===== src/hw/rtl/sorted_min_priority_queue_assert.svh =====
// assertion macros for the sorted minimum priority queue
`ifndef SORTED_MIN_PRIORITY_QUEUE_ASSERT_SVH
`define SORTED_MIN_PRIORITY_QUEUE_ASSERT_SVH

// property must hold on every edge outside reset
`define SMPQ_ASSERT_ALWAYS(label, prop, msg) \
  label: assert property (@(posedge clk) disable iff (rst) (prop)) else $error(msg);

// consequent must hold in the cycle after the trigger
`define SMPQ_ASSERT_NEXT(label, trig, cons, msg) \
  label: assert property (@(posedge clk) disable iff (rst) (trig) |=> (cons)) else $error(msg);

`endif


===== src/hw/rtl/smpq_pkg.sv =====
// shared types and constants for the sorted minimum priority queue
package smpq_pkg;

  localparam int VALUE_W        = 16;
  localparam int COUNT_W        = 5;
  localparam int TOTAL_W        = 20;
  localparam int DEF_CAPACITY   = 16;
  localparam int DEF_VALUE_BITS = 16;

  typedef enum logic {
    OP_INSERT = 1'b0,
    OP_REMOVE = 1'b1
  } op_t;

  // per-cycle command broadcast to every cell
  typedef struct packed {
    logic ins;
    logic rem;
  } cell_ctl_t;

  typedef struct packed {
    logic               ok;
    logic [COUNT_W-1:0] count;
    logic [TOTAL_W-1:0] total;
    logic [VALUE_W-1:0] smallest;
    logic               empty_res;
  } res_t;

endpackage


===== src/hw/rtl/sorted_min_priority_queue.sv =====
// sorted minimum priority queue: chain of compare-and-shift cells
//
//   channel | direction | fields
//   req     | in        | operation, value
//   rsp     | out       | ok, count, total, smallest, empty_res
//
// every cell compares against the key and shifts in the same cycle, and the result
// is registered at the accepting edge, in the skid stage instead while rsp is stalled.
// a beat is taken every cycle until the result register and its skid stage are both full.
// rsp_stall holds the result; a second beat lands in the skid stage, then req_stall rises.
// reset clears the entry count, the running sum and both output stages; cell values stay
// undefined and are never read below the count.
`include "sorted_min_priority_queue_assert.svh"

module sorted_min_priority_queue #(
  parameter int CAPACITY   = smpq_pkg::DEF_CAPACITY,
  parameter int VALUE_BITS = smpq_pkg::DEF_VALUE_BITS
) (
  input  logic                          clk,
  input  logic                          rst,
  input  logic                          req_valid,
  output logic                          req_stall,
  input  logic                          operation,
  input  logic [smpq_pkg::VALUE_W-1:0]  value,
  output logic                          rsp_valid,
  input  logic                          rsp_stall,
  output logic                          ok,
  output logic [smpq_pkg::COUNT_W-1:0]  count,
  output logic [smpq_pkg::TOTAL_W-1:0]  total,
  output logic [smpq_pkg::VALUE_W-1:0]  smallest,
  output logic                          empty_res
);
  import smpq_pkg::*;

  localparam int KEY_W = (VALUE_BITS < VALUE_W) ? VALUE_BITS : VALUE_W;
  localparam int CNT_W = $clog2(CAPACITY + 1);
  localparam int SUM_W = KEY_W + CNT_W;

  logic [CNT_W-1:0] cnt, cnt_next;
  logic [SUM_W-1:0] sum, sum_next;
  logic [KEY_W-1:0] key;
  logic             accept, full, empty, ins_ok, rem_ok;
  cell_ctl_t        ctl;
  res_t             res, res_q;

  logic [KEY_W-1:0] cell_val [CAPACITY];
  logic [KEY_W-1:0] cell_nx  [CAPACITY];
  logic             cell_lt  [CAPACITY];

  assign key    = value[KEY_W-1:0];
  assign accept = req_valid && !req_stall;
  assign full   = (cnt == CNT_W'(CAPACITY));
  assign empty  = (cnt == '0);
  assign ins_ok = (op_t'(operation) == OP_INSERT) && !full;
  assign rem_ok = (op_t'(operation) == OP_REMOVE) && !empty;
  assign ctl.ins = accept && ins_ok;
  assign ctl.rem = accept && rem_ok;

  for (genvar i = 0; i < CAPACITY; i++) begin : g_cell
    logic [KEY_W-1:0] lv, rv;
    logic             llt;
    if (i == 0) begin : g_head
      // head cell takes the key on an insert whenever it does not keep its own value
      assign lv  = key;
      assign llt = 1'b0;
    end else begin : g_mid
      assign lv  = cell_val[i-1];
      assign llt = cell_lt[i-1];
    end
    if (i == CAPACITY - 1) begin : g_tail
      assign rv = cell_val[i];
    end else begin : g_inner
      assign rv = cell_val[i+1];
    end
    smpq_cell #(.KEY_W(KEY_W)) u_cell (
      .clk      (clk),
      .ctl      (ctl),
      .occupied (cnt > CNT_W'(i)),
      .key      (key),
      .left_val (lv),
      .left_lt  (llt),
      .right_val(rv),
      .val      (cell_val[i]),
      .val_next (cell_nx[i]),
      .lt       (cell_lt[i])
    );
  end

  always_comb begin
    cnt_next = cnt;
    sum_next = sum;
    if (ctl.ins) begin
      cnt_next = cnt + 1'b1;
      sum_next = sum + SUM_W'(key);
    end else if (ctl.rem) begin
      cnt_next = cnt - 1'b1;
      sum_next = sum - SUM_W'(cell_val[0]);
    end
  end

  always_ff @(posedge clk) begin
    if (rst) begin
      cnt <= '0;
      sum <= '0;
    end else begin
      cnt <= cnt_next;
      sum <= sum_next;
    end
  end

  always_comb begin
    res.ok        = (op_t'(operation) == OP_INSERT) ? ins_ok : rem_ok;
    res.count     = COUNT_W'(cnt_next);
    res.total     = TOTAL_W'(sum_next);
    res.smallest  = (cnt_next != '0) ? VALUE_W'(cell_nx[0]) : '0;
    res.empty_res = (cnt_next == '0);
  end

  smpq_obuf u_obuf (
    .clk      (clk),
    .rst      (rst),
    .push     (accept),
    .din      (res),
    .out_stall(rsp_stall),
    .out_valid(rsp_valid),
    .dout     (res_q),
    .full     (req_stall)
  );

  assign ok        = res_q.ok;
  assign count     = res_q.count;
  assign total     = res_q.total;
  assign smallest  = res_q.smallest;
  assign empty_res = res_q.empty_res;

  `SMPQ_ASSERT_ALWAYS(a_cnt_bound, cnt <= CNT_W'(CAPACITY), "entry count above capacity")
  `SMPQ_ASSERT_ALWAYS(a_empty_sum, (cnt != '0) || (sum == '0), "nonzero sum with no entries")
  `SMPQ_ASSERT_NEXT(a_ins_count, ctl.ins, cnt == CNT_W'($past(cnt) + 1'b1), "insert lost count")
  `SMPQ_ASSERT_ALWAYS(a_skid_order, !req_stall || rsp_valid, "skid stage filled ahead of output")

endmodule


===== src/hw/rtl/smpq_cell.sv =====
// one storage cell of the sorted chain
module smpq_cell #(
  parameter int KEY_W = smpq_pkg::VALUE_W
) (
  input  logic                 clk,
  input  smpq_pkg::cell_ctl_t  ctl,
  input  logic                 occupied,
  input  logic [KEY_W-1:0]     key,
  input  logic [KEY_W-1:0]     left_val,
  input  logic                 left_lt,
  input  logic [KEY_W-1:0]     right_val,
  output logic [KEY_W-1:0]     val,
  output logic [KEY_W-1:0]     val_next,
  output logic                 lt
);
  import smpq_pkg::*;

  // cell is occupied and its stored value is strictly below the key, so the key lands further right
  assign lt = occupied && (val < key);

  always_comb begin
    val_next = val;
    if (ctl.ins) begin
      if (!lt) begin
        val_next = left_lt ? key : left_val;
      end
    end else if (ctl.rem) begin
      val_next = right_val;
    end
  end

  always_ff @(posedge clk) begin
    val <= val_next;
  end

endmodule


===== src/hw/rtl/smpq_obuf.sv =====
// result register with a skid stage
module smpq_obuf (
  input  logic            clk,
  input  logic            rst,
  input  logic            push,
  input  smpq_pkg::res_t  din,
  input  logic            out_stall,
  output logic            out_valid,
  output smpq_pkg::res_t  dout,
  output logic            full
);
  import smpq_pkg::*;

  logic skid_valid;
  res_t skid;

  assign full = skid_valid;

  always_ff @(posedge clk) begin
    if (rst) begin
      out_valid  <= 1'b0;
      skid_valid <= 1'b0;
    end else if (!out_valid || !out_stall) begin
      if (skid_valid) begin
        out_valid  <= 1'b1;
        skid_valid <= 1'b0;
      end else begin
        out_valid <= push;
      end
    end else if (push) begin
      skid_valid <= 1'b1;
    end
  end

  always_ff @(posedge clk) begin
    if (!out_valid || !out_stall) begin
      if (skid_valid) begin
        dout <= skid;
      end else if (push) begin
        dout <= din;
      end
    end else if (push) begin
      skid <= din;
    end
  end

endmodule

===== config.mk =====
export PLATFORM = sky130hd
export DESIGN_NAME = sorted_min_priority_queue
export DESIGN_NICKNAME = d
export VERILOG_FILES = /design/src/hw/rtl/smpq_pkg.sv /design/src/hw/rtl/sorted_min_priority_queue.sv /design/src/hw/rtl/smpq_cell.sv /design/src/hw/rtl/smpq_obuf.sv
export VERILOG_INCLUDE_DIRS = /design/src /design/src/hw/rtl
export SDC_FILE = /design/constraint.sdc
export NUM_CORES = 1
export LEC_CHECK = 0
export ABC_AREA = 1
export BUFFER_PORTS_ARGS = -buffer_cell sky130_fd_sc_hd__clkbuf_2
export CORE_MARGIN = 3
export CORE_UTILIZATION = 40
export CTS_CLUSTER_SIZE = 8
export DETAILED_ROUTE_END_ITERATION = 8
export GPL_TIMING_DRIVEN = 0
export HOLD_SLACK_MARGIN = 0.05
export SLEW_MARGIN = 20
export SYNTH_ARGS = -nofsm -noshare
export SYNTH_HDL_FRONTEND = slang
export SYNTH_SLANG_ARGS = --single-unit

===== constraint.sdc =====
create_clock -name clk -period 7.6 [get_ports clk]
set_input_delay 1.52 -clock clk [delete_from_list [all_inputs] [get_ports clk]]
set_output_delay 1.52 -clock clk [all_outputs]
set_load 0.02 [all_outputs]

==> key figures <==
Route
  • Vias: 24700
  • Drt first-iter violations: 2467
  • Total Routed Length: 88100 um
  • Vias per cell: 5.50
  • Routed WL per cell: 19.6 um
  • 1st-pass router iterations: 5
  • Residual DRC: 0
  • Post-route antenna net violation count: 0

Floorplan
  • # rows: 94
  • I/O pin count: 66
  • Die X: 265 um
  • DIE HEIGHT: 265 um
  • Die area: 70100 um^2
  • Placeable Area: 66000 um^2
  • Initial Util: 40.6%

CTS
  • CTS tree: yes
  • Clock transition at the registers of the reported paths: 0.05 ns
  • Cts bufs inserted: 53
  • CTS Root Buffer Type: clkbuf_16
  • Cts repair resizes: 0
  • Post-CTS Hold Buffers: 0
  • Postcts setup bufs: 0
  • Sink Count: 369
  • Max Root-Sink Buffers: 3
  • Clock H-tree levels: 2
  • Clk_lat worst skew: 0.62 ns

Final layout
  • Fill cells: 6681
  • Multi-input logic area: 14000 um^2
  • Diode count: 0
  • Share of layout cells above drive strength 1: 8.58%
  • Storage cell area: 10700 um^2
  • Synth-to-Final Area Change: 12.7%
  • Layout Nets: 3893

Global route
  • Largest net degree at the start of global routing: 26
  • Initial antenna violation count: 2
  • Vias in the first global route: 23400
  • Overflow left after global routing: 0
  • Global-route wire length before repair: 135000 um
  • All-Layer GR Usage: 24.7%

Power and ir drop
  • Sw power: 3020 uW
  • Internal power: 4820 uW
  • Sw frac: 38.5%
  • VDD IR max: 0.000190 V
  • Pleak: 0.0145 uW
  • Clock network power share: 28.8%
  • Sequential power share: 37.2%
  • Combinational fraction of design power: 34.0%
  • Tot Pwr: 7840 uW
  • Power Dens Cells: 260 nW/um^2

Synth
  • Area leader, netlist: edfxtp_1
  • Post-synthesis register bit count: 369
  • Top-count cell post-synth: nand2_1
  • Asr flop ratio synth: 0%
  • Syn_area_per_cell: 7.74 um^2
  • Number of flops mapped to enable cells by yosys: 326
  • Syn nets: 3758
  • Yosys cell types: 45
  • Seq/Total Area, Yosys: 39.8%
  • Synthesis Warnings: 0
  • Commonest cells in the netlist: nand2_1 (1153), inv_1 (366), nand3_1 (351)
  • Top cells by area, synth: edfxtp_1 (37%), nand2_1 (16%), ha_1 (13%)
  • Top-area cell type share of the netlist area: 36.6%
  • Prevailing post-synth register cell: edfxtp_1
  • Synthesized cell area: 26800 um^2
  • Cells after synthesis: 3457

Timing
  • Final setup viols: 0
  • Setup tns final: 0 ns
  • Fmax: 0.192 GHz
  • Worst-margin pin slew: 1.03 ns
  • Post-layout min period: 5.22 ns
  • Max Clock Skew: 0.0280 ns
  • RSZ-0062 raised after global routing: false
  • Fin. Hold Viols: 0
  • Period utilization: 68.6%
  • Slew Limit Fails: 0
  • Slew Limit Headroom: 31.5%

Critical path
  • WP data arrival: 5.35 ns
  • Worst Path Max Fanout: 25
  • Worst setup path class: in -> reg
  • Critical Path RT: 7.73 ns
  • CP Launch Type: primary input
  • Critical Path Sink Type: flip-flop

Placement
  • GP Congestion: 0.928
  • Dpl hpwl: 66400 um
  • Port bufs: 64

Min path
  • Worst min path class: reg -> reg

Status
  • Outcome: finished, final reports clean

Run
  • Max Cap Viol: 0
## metrics by stage
step	setup slack, ns	hold WS (ns)	area [um^2]	util (%)	std cells
after floorplan	3.19	0.494	26800	-	3457
after global placement	0.551	0.497	28200	42.7	4385
after detailed placement	1.88	0.503	28600	43.4	4401
after CTS	2.51	0.513	30200	45.7	4487
after global routing	2.20	0.527	30200	45.7	4487
final	2.38	0.514	30200	45.7	4487
## power groups by stage
stage | sequential (uW) | clock, uW | combinational [uW]
after global placement | 2950 | 0 | 2550
after CTS | 2910 | 2290 | 2630
after detailed placement | 2950 | 0 | 2610
final | 2910 | 2260 | 2660
after global routing | 2940 | 2370 | 3020
after floorplan | 2910 | 0 | 1820
## worst max-delay path, stage by stage
cell	delay, ns
clkbuf_2	0.14
inv_1	0.50
clkbuf_4	0.70
ha_1	0.35
a21oi_1	0.13
o21ai_0	0.11
a21oi_1	0.69
nand3_2	0.33
buf_2	0.29
nand2_1	0.07
nand2_1	0.48
## final timing paths
check / start / end / slack [ns] / depth (start not counted)
worst min-delay path: u_obuf.skid[25] / u_obuf.dout[25] / 0.51 / 2
worst min register to register: u_obuf.skid[25] / u_obuf.dout[25] / 0.51 / 2
worst max register to register: cnt[1] / g_cell[2].u_cell.val[3] / 3.56 / 7
worst max-delay path: value[11] / g_cell[4].u_cell.val[11] / 2.38 / 11
## layout by cell type (no fill, tap or decap), drive strengths merged
cell type  synthesis  routed
ha               278     278
nor3              14      14
and2               1       1
o21ai            124     124
a21oi            153     153
a21boi             1       1
o21a               3       3
nand4            226     226
edfxtp           326     326
clkbuf            71     218
a22oi             16      16
xnor2              1       1
a211oi            13      13
nand3b            11      11
dfxtp             43      43
or2               12      12
nand3            368     368
buf               89     105
inv              377     378
nand2           1170    1170
o31ai              3       3
a31oi             17      17
xor2               1       1
and3               3       3
clkinv             0       2
nor2             129     129
fa                 2       2
nor4               1       1
a21o               3       3
o22ai              1       1
## kinds of logic after synthesis
kind of cell	after synthesis	share of synthesized area, %
compound gates	334	6.96
flops	369	39.8
simple gates	1935	32.0
fa+ha+maj	280	13.1
buf+inv	537	8.04
xor+xnor	2	0.0654
## layer usage
| metal | global-route usage, % | up-vias | part of all wire (%) |
|---|---|---|---|
| li1 | - | 12100 | - |
| met1 | 34.2 | 11600 | 45 |
| met2 | 40.4 | 846 | 46 |
| met3 | 3.63 | 144 | 6.9 |
| met4 | 7.23 | 0 | 2.8 |
| met5 | 0 | - | 0 |
## registers in the layout, indices dropped and copies added (netlist names)
signal	flops
u_obuf.skid	43
cnt	5
u_obuf.full	1
u_obuf.out_valid	1
g_cell.u_cell.val	256
sum	20
u_obuf.dout	43
## area by class of cell
class	instances	area share (%)
Timing Repair Buffer	80	2.50
Clock inverter	3	0.141
Clock buffer	83	4.91
Inverter	377	4.72
Multi-Input combinational cell	2551	46.4
Buffer	160	2.49
Sequential cell	369	35.3
Tap cell	864	3.58
No activity file was read; power rests on OpenSTA's default activity.
